`config.mk`:
```
export PLATFORM = sky130hd
export DESIGN_NAME = encoder_angle_velocity
export DESIGN_NICKNAME = d
export VERILOG_FILES = /design/src/rtl/core/eav_pkg.sv /design/src/rtl/core/encoder_angle_velocity.sv
export VERILOG_INCLUDE_DIRS = /design/src /design/src/rtl/core
export SDC_FILE = /design/constraint.sdc
export NUM_CORES = 1
export LEC_CHECK = 0
export BUFFER_PORTS_ARGS = -buffer_cell sky130_fd_sc_hd__clkbuf_2
export CAP_MARGIN = 20
export CORE_MARGIN = 5
export CORE_UTILIZATION = 50
export CTS_CLUSTER_DIAMETER = 30
export CTS_CLUSTER_SIZE = 30
export DETAILED_ROUTE_END_ITERATION = 6
export PLACE_DENSITY = 0.63
export SYNTH_ARGS = -nofsm -noshare
export SYNTH_HDL_FRONTEND = slang
export SYNTH_SLANG_ARGS = --single-unit
```
`constraint.sdc`:
```
create_clock -name i_clk -period 8.8 [get_ports i_clk]
set_input_delay 0.88 -clock i_clk [delete_from_list [all_inputs] [get_ports i_clk]]
set_output_delay 0.88 -clock i_clk [all_outputs]
set_load 0.02 [all_outputs]
```
`src/rtl/core/encoder_angle_velocity_assert.svh`:
```
// ----------------------------------------------------------------------------
// Encoder angle/velocity assertion macros
// Concurrent check helpers; empty when SYNTHESIS is defined.
// ----------------------------------------------------------------------------
`ifndef ENCODER_ANGLE_VELOCITY_ASSERT_SVH
`define ENCODER_ANGLE_VELOCITY_ASSERT_SVH

`ifndef SYNTHESIS

`define EAV_ASSERT(lbl, expr) \
    lbl: assert property (@(posedge i_clk) disable iff (!i_rst_n) (expr)) \
        else $error("encoder_angle_velocity: check failed");

`define EAV_ASSERT_NEXT(lbl, ante, cons) \
    lbl: assert property (@(posedge i_clk) disable iff (!i_rst_n) (ante) |=> (cons)) \
        else $error("encoder_angle_velocity: sequencing check failed");

`else

`define EAV_ASSERT(lbl, expr)

`define EAV_ASSERT_NEXT(lbl, ante, cons)

`endif

`endif

```
`src/rtl/core/eav_pkg.sv`:
```
// ----------------------------------------------------------------------------
// Encoder angle/velocity package
// Widths and fixed-point constants shared by the encoder datapath.
// ----------------------------------------------------------------------------
`default_nettype none

package eav_pkg;

    localparam int POSITION_BITS = 14;
    localparam int TIME_BITS     = 32;
    localparam int ANGLE_BITS    = 16;
    localparam int VEL_BITS      = 21;

    // accumulator holds position * floor(pi * 2^32)
    localparam int ACC_BITS      = POSITION_BITS + 34;
    localparam int ANGLE_SHIFT   = POSITION_BITS + 18;
    localparam int NUM_SHIFT     = POSITION_BITS + 1;
    localparam int POS_EXT       = POSITION_BITS + 2;

    localparam int ITER_MAX      = (POSITION_BITS > VEL_BITS) ? POSITION_BITS : VEL_BITS;
    localparam int CNT_BITS      = $clog2(ITER_MAX);

    localparam logic [ACC_BITS-1:0] PI_Q32  = ACC_BITS'(34'd13493037704);
    localparam logic [ACC_BITS-1:0] VEL_NUM = ACC_BITS'(22'd3216991);

    localparam logic signed [POS_EXT-1:0] POS_HALF_M1 =
        POS_EXT'((1 << (POSITION_BITS - 1)) - 1);
    localparam logic signed [POS_EXT-1:0] POS_FULL = POS_EXT'(1 << POSITION_BITS);

endpackage

`default_nettype wire

```
`src/rtl/core/encoder_angle_velocity.sv`:
```
// ----------------------------------------------------------------------------
// Encoder angle and velocity
// Angle = position*pi (Q3.13); velocity = unwrapped delta / time delta (Q.8).
// Sequence: shift-add angle multiply, then, when velocity is computed, a shift-add
//   velocity multiply and a 21-step restoring divide, then the output register.
// A new request is taken only in idle (o_stall low); one shared adder/subtractor
//   serves angle multiply, velocity multiply and restoring divide.
// Reset: synchronous active-low; clears history, held velocity and control.
// ----------------------------------------------------------------------------
`default_nettype none

`include "encoder_angle_velocity_assert.svh"

module encoder_angle_velocity (
    input  wire logic                                  i_clk,
    input  wire logic                                  i_rst_n,
    input  wire logic                                  i_valid,
    output      logic                                  o_stall,
    input  wire logic [eav_pkg::POSITION_BITS-1:0]     i_position,
    input  wire logic [eav_pkg::TIME_BITS-1:0]         i_time_ms,
    output      logic                                  o_valid,
    input  wire logic                                  i_stall,
    output      logic [eav_pkg::ANGLE_BITS-1:0]        o_angle_rad_q13,
    output      logic signed [eav_pkg::VEL_BITS-1:0]   o_velocity_q8,
    output      logic                                  o_velocity_valid,
    output      logic                                  o_zero_interval
);

    localparam logic [2:0] S_IDLE  = 3'd0;
    localparam logic [2:0] S_ANG   = 3'd1;
    localparam logic [2:0] S_ASAVE = 3'd2;
    localparam logic [2:0] S_VMUL  = 3'd3;
    localparam logic [2:0] S_VLOAD = 3'd4;
    localparam logic [2:0] S_VDIV  = 3'd5;
    localparam logic [2:0] S_DONE  = 3'd6;

    localparam int AB = eav_pkg::ACC_BITS;
    localparam int PB = eav_pkg::POSITION_BITS;
    localparam int VB = eav_pkg::VEL_BITS;
    localparam int TB = eav_pkg::TIME_BITS;

    logic [2:0]                       r_state;
    logic [eav_pkg::CNT_BITS-1:0]     r_cnt;
    logic [AB-1:0]                    r_acc;
    logic [AB-1:0]                    r_mcand;
    logic [PB-1:0]                    r_mplier;
    logic [VB-1:0]                    r_quo;
    logic [TB-1:0]                    r_dt;
    logic [PB-1:0]                    r_mag;
    logic                             r_neg;
    logic                             r_do_vel;
    logic                             r_zero;
    logic [eav_pkg::ANGLE_BITS-1:0]   r_angle;

    logic [PB-1:0]                    r_last_pos;
    logic [TB-1:0]                    r_last_time;
    logic                             r_have_prev;
    logic signed [VB-1:0]             r_held;

    logic                             r_out_valid;
    logic [eav_pkg::ANGLE_BITS-1:0]   r_out_angle;
    logic signed [VB-1:0]             r_out_vel;
    logic                             r_out_vvalid;
    logic                             r_out_zero;

    // request-side datapath
    logic                             req_take;
    logic [TB-1:0]                    n_dt;
    logic signed [eav_pkg::POS_EXT-1:0] d0, d1, d2, d_abs;

    // shared adder/subtractor
    logic [AB-1:0]                    su_a;
    logic [AB-1:0]                    su_b;
    logic                             su_sub;
    logic [AB:0]                      su_sum;
    logic                             div_geq;

    logic                             out_free;
    logic signed [VB-1:0]             n_vel;

    assign o_stall  = (r_state != S_IDLE);
    assign req_take = i_valid && !o_stall;

    assign n_dt = i_time_ms - r_last_time;

    always_comb begin
        d0 = $signed({2'b00, i_position}) - $signed({2'b00, r_last_pos});
        d1 = (d0 > eav_pkg::POS_HALF_M1) ? d0 - eav_pkg::POS_FULL : d0;
        d2 = (d1 < -eav_pkg::POS_HALF_M1) ? d1 + eav_pkg::POS_FULL : d1;
        d_abs = d2[eav_pkg::POS_EXT-1] ? -d2 : d2;
    end

    always_comb begin
        su_a   = '0;
        su_b   = '0;
        su_sub = 1'b0;
        case (r_state)
            S_ANG, S_VMUL: begin
                su_a = r_acc;
                su_b = r_mcand;
            end
            S_VDIV: begin
                su_a   = AB'({r_acc[TB-1:0], r_quo[VB-1]});
                su_b   = AB'(r_dt);
                su_sub = 1'b1;
            end
            default: begin
                su_sub = 1'b0;
            end
        endcase
        su_sum  = {1'b0, su_a} + ({1'b0, su_b} ^ {(AB+1){su_sub}}) + (AB+1)'(su_sub);
        div_geq = !su_sum[AB];
    end

    assign out_free = !r_out_valid || !i_stall;
    assign n_vel    = r_neg ? -$signed(r_quo) : $signed(r_quo);

    always_ff @(posedge i_clk) begin
        if (!i_rst_n) begin
            r_state     <= S_IDLE;
            r_cnt       <= '0;
            r_have_prev <= 1'b0;
            r_last_pos  <= '0;
            r_last_time <= '0;
            r_held      <= '0;
            r_do_vel    <= 1'b0;
            r_zero      <= 1'b0;
            r_out_valid <= 1'b0;
        end else begin
            if (r_out_valid && !i_stall && (r_state != S_DONE)) begin
                r_out_valid <= 1'b0;
            end
            case (r_state)
                S_IDLE: begin
                    if (req_take) begin
                        r_last_pos  <= i_position;
                        r_last_time <= i_time_ms;
                        r_have_prev <= 1'b1;
                        r_do_vel    <= r_have_prev && (n_dt != '0);
                        r_zero      <= r_have_prev && (n_dt == '0);
                        r_dt        <= n_dt;
                        r_neg       <= d2[eav_pkg::POS_EXT-1];
                        r_mag       <= d_abs[PB-1:0];
                        r_acc       <= '0;
                        r_mcand     <= eav_pkg::PI_Q32;
                        r_mplier    <= i_position;
                        r_cnt       <= eav_pkg::CNT_BITS'(PB - 1);
                        r_state     <= S_ANG;
                    end
                end
                S_ANG, S_VMUL: begin
                    if (r_mplier[0]) begin
                        r_acc <= su_sum[AB-1:0];
                    end
                    r_mcand  <= {r_mcand[AB-2:0], 1'b0};
                    r_mplier <= {1'b0, r_mplier[PB-1:1]};
                    r_cnt    <= r_cnt - 1'b1;
                    if (r_cnt == '0) begin
                        r_state <= (r_state == S_ANG) ? S_ASAVE : S_VLOAD;
                    end
                end
                S_ASAVE: begin
                    r_angle <= r_acc[eav_pkg::ANGLE_SHIFT +: eav_pkg::ANGLE_BITS];
                    if (r_do_vel) begin
                        r_acc    <= '0;
                        r_mcand  <= eav_pkg::VEL_NUM;
                        r_mplier <= r_mag;
                        r_cnt    <= eav_pkg::CNT_BITS'(PB - 1);
                        r_state  <= S_VMUL;
                    end else begin
                        r_state <= S_DONE;
                    end
                end
                S_VLOAD: begin
                    // floor(mag / (dt << s)) == floor((mag >> s) / dt)
                    r_quo   <= r_acc[eav_pkg::NUM_SHIFT +: VB];
                    r_acc   <= '0;
                    r_cnt   <= eav_pkg::CNT_BITS'(VB - 1);
                    r_state <= S_VDIV;
                end
                S_VDIV: begin
                    r_acc <= div_geq ? su_sum[AB-1:0] : su_a;
                    r_quo <= {r_quo[VB-2:0], div_geq};
                    r_cnt <= r_cnt - 1'b1;
                    if (r_cnt == '0) begin
                        r_state <= S_DONE;
                    end
                end
                S_DONE: begin
                    if (out_free) begin
                        r_out_valid  <= 1'b1;
                        r_out_angle  <= r_angle;
                        r_out_vel    <= r_do_vel ? n_vel : r_held;
                        r_out_vvalid <= r_do_vel;
                        r_out_zero   <= r_zero;
                        if (r_do_vel) begin
                            r_held <= n_vel;
                        end
                        r_state <= S_IDLE;
                    end
                end
                default: begin
                    r_state <= S_IDLE;
                end
            endcase
        end
    end

    assign o_valid          = r_out_valid;
    assign o_angle_rad_q13  = r_out_angle;
    assign o_velocity_q8    = r_out_vel;
    assign o_velocity_valid = r_out_vvalid;
    assign o_zero_interval  = r_out_zero;

    `EAV_ASSERT(a_flags_exclusive, !(r_out_valid && r_out_vvalid && r_out_zero))
    `EAV_ASSERT(a_zero_skips_divide, !(r_zero && r_do_vel))
    `EAV_ASSERT(a_rem_below_dt, (r_state != S_VDIV) || (r_acc[TB-1:0] < r_dt))
    `EAV_ASSERT_NEXT(a_req_starts_angle, i_valid && !o_stall, r_state == S_ANG)

endmodule

`default_nettype wire
```
After elaboration in Yosys (flattened, before gate mapping)
Cells that the tools add are included.
{ "word_totals": {"reg_bits": 312} }
{ "classes": {"addsub": 9, "reduce_logical": 31, "muxes": 33, "bitwise": 1, "n_lt_le_gt_ge": 2, "n_eq_ne": 13} }
{ "ops": {"columns": ["operator", "n"], "rows": [
  ["two-way mux 48 bit", 6],
  ["one-hot mux 48 bit (5 select lines)", 1],
  ["one-hot mux 48 bit (2 select lines)", 2],
  ["one-hot mux 48 bit (3 select lines)", 1],
  ["adder 48 x 49 -> 49 bit", 1],
  ["adder 49 x 1 -> 49 bit", 1],
  ["bitwise XOR 48 x 49 -> 49 bit", 1],
  ["two-way mux 14 bit", 3],
  ["two-way mux 21 bit", 2],
  ["one-hot mux 14 bit (3 select lines)", 1],
  ["one-hot mux 21 bit (2 select lines)", 1],
  ["zero test 32 bit", 1],
  ["two-way mux 16 bit", 2],
  ["nonzero test 32 bit", 1],
  ["subtractor 32 bit", 1],
  ["negator 21 bit", 1],
  ["one-hot mux 5 bit (4 select lines)", 1],
  ["two-way mux 3 bit", 6],
  ["one-hot mux 3 bit (6 select lines)", 1],
  ["adder 16 bit (second input constant)", 1],
  ["< comparator 16 x 14 -> 1 bit (second input constant)", 1],
  ["subtractor 15 x 16 -> 16 bit (second input constant)", 1],
  ["> comparator 15 x 14 -> 1 bit (second input constant)", 1],
  ["subtractor 14 x 14 -> 15 bit", 1],
  ["24 further kinds", 50]
]} }

Longest topological paths before layout
{ "logic_depth": {"word_depth": 8, "mapped_depth": 21, "depth_no_buf": 20} }

Worst setup path after synthesis
No wires, ideal clock.
{ "synth_timing": {"kind": "input -> register", "start": "in i_rst_n", "end": "reg r_mcand[0] (enable)", "arrival_ps": 5746, "cell_stages": 3, "path_buffers": 1, "slack_ps": 2480, "cell_sequence": "inv_2 -> clkbuf_1 -> a211oi_1"} }
{ "synth_via": {"elab_chain_len": 1} }
{ "synth_rtl": {"columns": ["element", "line_no", "text"], "rows": [
  ["start: declaration", "encoder_angle_velocity.sv:16", "input wire logic i_rst_n,"],
  ["AND reduction 4 bit (no source line)", null, null],
  ["end signal: assignment", "encoder_angle_velocity.sv:145", "r_mcand <= eav_pkg::PI_Q32;"],
  ["end signal: assignment", "encoder_angle_velocity.sv:155", "r_mcand <= {r_mcand[AB-2:0], 1'b0};"],
  ["end signal: assignment", "encoder_angle_velocity.sv:166", "r_mcand <= eav_pkg::VEL_NUM;"],
  ["end: declaration", "encoder_angle_velocity.sv:45", "logic [AB-1:0] r_mcand;"]
]} }
No other way between the ends.
A chain may end at the register's enable or synchronous reset.

Final worst setup path
{ "layout_timing": {"start": "reg r_state[0]", "end": "reg r_acc[3], data pin"} }
{ "layout_via": {"elab_chain_len": 8} }
{ "layout_rtl": {"columns": ["element", "line_no", "text"], "rows": [
  ["start: declaration", "encoder_angle_velocity.sv:42", "logic [2:0] r_state;"],
  ["start signal: assignment", "encoder_angle_velocity.sv:159", "r_state <= (r_state == S_ANG) ? S_ASAVE : S_VLOAD;"],
  ["== test 3 x 1 -> 1 bit or == test 3 x 2 -> 1 bit (tied branches)", "encoder_angle_velocity.sv:97, encoder_angle_velocity.sv:133", null],
  ["OR reduction 2 bit", "encoder_angle_velocity.sv:97, encoder_angle_velocity.sv:133", null],
  ["one-hot mux 48 bit (2 select lines)", "encoder_angle_velocity.sv:97", "case (r_state)"],
  ["bitwise XOR 48 x 49 -> 49 bit", "encoder_angle_velocity.sv:111", "su_sum = {1'b0, su_a} + ({1'b0, su_b} ^ {(AB+1){su_sub}}) + (AB+1)'(su_sub);"],
  ["adder 48 x 49 -> 49 bit", "encoder_angle_velocity.sv:111", null],
  ["adder 49 x 1 -> 49 bit", "encoder_angle_velocity.sv:111", null],
  ["two-way mux 48 bit, on equally long branches", "encoder_angle_velocity.sv:182, encoder_angle_velocity.sv:152", null],
  ["one-hot mux 48 bit (5 select lines) *", "encoder_angle_velocity.sv:133", "case (r_state)"],
  ["end signal: assignment", "encoder_angle_velocity.sv:153", "r_acc <= su_sum[AB-1:0];"],
  ["end signal: assignment", "encoder_angle_velocity.sv:182", "r_acc <= div_geq ? su_sum[AB-1:0] : su_a;"],
  ["end: declaration", "encoder_angle_velocity.sv:44", "logic [AB-1:0] r_acc;"]
]} }
Every way passes the cells marked *; elsewhere a longest branch is shown, timed or not. The select of a mux whose other input is x is not followed.

==> metrics.yaml <==
status: "complete, no violations"
grt_overflow: 0
arrival_ns: 6.20
drt-initial-drc-count: 1090
clock-root-buffer: "clkbuf_16"
holdPathEnd: "o_angle_rad_q13[2]$_DFFE_PP_"
placed_area_um2: 19400
period_share_pct: 65.5
core_um2: 36600
fp.dieW_um: 202
rsz0062_at_grt: "no"
final-hold-violation-count: 0
drc: 0
final_cells: 2579
grt_pass1_wl_mm: 73.0
ys.flop_type: "edfxtp_1"
post_synth_inst_count: 1954
period_needed_ns: 5.77
yosys-top-cells-area: "edfxtp_1 38%, dfxtp_1 8.5%, nand2_1 6.8%"
r2r_end: "r_acc[3]$_DFFE_PP_"
port_buffers: 90
ys_ff_latch: 312
tightest_slew_ns: 0.997
num_rows: 70
reg2reg_slack_ns: 3.03
p_leak_nw: 8.67
syn_nets: 2104
drt-pass1-iter-count: 7
crit_fanout: 32
antenna_found_initial: 0
critPathRequiredTime_ns: 9.23
yosys_warnings: 0
start_kind: "flip-flop"
cts_buffer_depth: 3
holdPathStages: 0
dp_cells: 2440
synth.distinct_cells: 86
final_nets: 2200
final_max_slew_viol_count: 0
antenna_cells: 0
hold_start: "r_angle[2]$_DFFE_PP_"
synth_area_per_cell_um2: 9.47
place_hpwl_mm: 31.2
drive_gt1_share_pct: 13.4
setup-tns-final_ns: 0
postCtsHoldBufs: 0
power.density_nw_per_um2: 342
synthesis.area_um2: 18500
hold_path.class: "flip-flop to flip-flop"
synth_top_area_share_pct: 37.8
via_per_inst: 5.74
vias: 14800
h-tree-depth: 3
antenna_left: 0
cap_viol_max_count: 0
routedWlPerCell_um: 17.1
crit_path_end_kind: "flip-flop"
cts_buffers: 73
reg2reg_depth: 16
grt_max_degree: 57
cts_tree: "yes"
ir_drop_mv: 0.170
clkTransAtPathRegs_ns: 0.04
syn_to_final_growth_pct: 18.5
clock_sink_count: 312
grt.total_usage_pct: 21.3
cts_resized: 0
stdcell_area_um2: 21900
postCtsSetupRepairBufs: 0
gp_congestion: 0.897
finClkSkew_ns: 0.0202
drt_wl_total_mm: 44.0
fmax_mhz: 173
clock_latency_ns: 0.58
synth-async-reset-ratio_pct: 0
path_class: "flip-flop to flip-flop"
grt_pass1_vias: 14700
dieArea_um2: 40900
initial_core_util_pct: 50.5
fin_util_pct: 59.9
synth_edf_count: 233
io_pins: 91
finalSetupViolCount: 0
die_y_um: 202
slew_headroom_pct: 33.5
seq_area_frac_synth_pct: 46.4
r2r_start: "r_state[0]$_SDFFE_PN0P_"
yosys.area.top_type: "edfxtp_1"
-- sequential cells by signal (all words and copies together), names as in the netlist --
| register | count |
|---|---|
| r_state | 3 |
| r_zero | 1 |
| o_velocity_q8 | 21 |
| o_valid | 1 |
| r_held | 21 |
| o_velocity_valid | 1 |
| r_angle | 16 |
| r_do_vel | 1 |
| r_dt | 32 |
| r_quo | 21 |
| o_zero_interval | 1 |
| r_mcand | 48 |
| r_acc | 48 |
| r_mag | 14 |
| r_last_pos | 14 |
| r_neg | 1 |
| r_mplier | 14 |
| r_last_time | 32 |
| r_have_prev | 1 |
| o_angle_rad_q13 | 16 |
| r_cnt | 5 |
-- critical path, stage by stage, from the launching register on --
cell and delay, ns:
dfxtp_1 0.32, buf_4 0.31, inv_1 0.26, or3_1 0.78
buf_4 0.40, o21ai_0 0.35, fa_1 0.29, a21o_1 0.13
a21o_1 0.18, a41oi_2 0.19, o22ai_2 0.24, a31oi_4 0.18
o31ai_4 0.43, a31oi_2 0.20, a21oi_2 0.77, buf_4 0.40
a22o_1 0.18
-- cells by family (layout without fill, tap and decap cells) --
| logic type | count (synthesis) | after routing | share of synthesized area [%] |
|---|---|---|---|
| fa+ha+maj | 100 | 100 | 6.88 |
| mux | 12 | 12 | 0.683 |
| simple gates | 688 | 688 | 17.2 |
| flops | 312 | 312 | 46.4 |
| buf+inv | 173 | 330 | 3.59 |
| xor+xnor | 101 | 101 | 4.78 |
| compound gates | 568 | 568 | 20.5 |
-- layout make-up --
cell class | count | area, um2
multi-input cells | 1469 | 9310
clock buffers | 88 | 1950
fillers | 3164 | 14700
repair buffers | 109 | 629
flip-flops and latches | 312 | 8580
clock inverters | 48 | 567
well taps | 468 | 586
inverters | 85 | 319
-- worst max path at each step --
stage,slack [ns],end,from
finish,3.03,r_acc[3]$_DFFE_PP_,r_state[0]$_SDFFE_PN0P_
CTS,2.74,r_acc[3]$_DFFE_PP_,r_state[0]$_SDFFE_PN0P_
global placement,3.00,r_acc[26]$_DFFE_PP_,r_state[0]$_SDFFE_PN0P_
floorplan,2.48,r_mcand[0]$_DFFE_PP_,i_rst_n
global route,2.67,r_acc[27]$_DFFE_PP_,r_state[0]$_SDFFE_PN0P_
detailed placement,2.78,r_acc[3]$_DFFE_PP_,r_state[0]$_SDFFE_PN0P_
-- cells in the final DEF, fill, tap and decap left out, types with 12 or more instances in the layout --
master and instances:
and2_1 52, o21ai_0 86, edfxtp_1 233, xnor2_1 43, and3_1 21, clkbuf_16 75
o21ai_1 13, inv_1 83, a22oi_1 13, nand4_1 16, a211oi_1 13, nor2b_1 16
o21bai_1 20, dfxtp_1 79, nand2b_1 16, nor3_1 40, or2_2 22, clkbuf_2 90
nor2_1 103, o21a_1 19, a22o_1 64, a21oi_1 200, xor2_1 58, a21o_1 41
buf_4 16, ha_1 97, nand2_1 333, or3_1 12, nand3_1 21, clkinv_4 13
-- routing by layer --
layer / vias up / track usage (%) / wire length, um
li1: 7325 / - / -
met1: 6979 / 28.0 / 19700
met2: 402 / 35.9 / 20900
met3: 92 / 3.58 / 2240
met4: 0 / 7.20 / 1080
met5: - / 0 / 0
-- cell usage after synthesis, types with 21 or more instances --
cell type / number
nor3_1: 42
and3_1: 21
inv_1: 83
xnor2_1: 43
dfxtp_1: 79
a21oi_1: 200
o21ai_0: 86
nand2_1: 334
clkbuf_1: 72
xor2_1: 58
or2_2: 22
and2_1: 53
ha_1: 97
nor2_1: 105
edfxtp_1: 233
a22o_1: 64
nand3_1: 21
a21o_1: 41
-- per-stage QoR --
stage | total power [W] | setup slack (ns) | hold WS [ns]
4_1_cts | 0.00755 | 2.74 | 0.415
6_report | 0.00750 | 3.03 | 0.414
2_1_floorplan | 0.00417 | 2.48 | 0.400
3_3_place_gp | 0.00474 | 3.00 | 0.401
5_1_grt | 0.00798 | 2.67 | 0.429
3_5_place_dp | 0.00479 | 2.78 | 0.405
-- where the power goes --
part	internal [W]	total, W	switching, W
clock network	0.00183	0.00271	0.000879
logic	0.000924	0.00254	0.00162
registers	0.00208	0.00225	0.000164
Note: power is estimated with default switching activity, not from simulation.
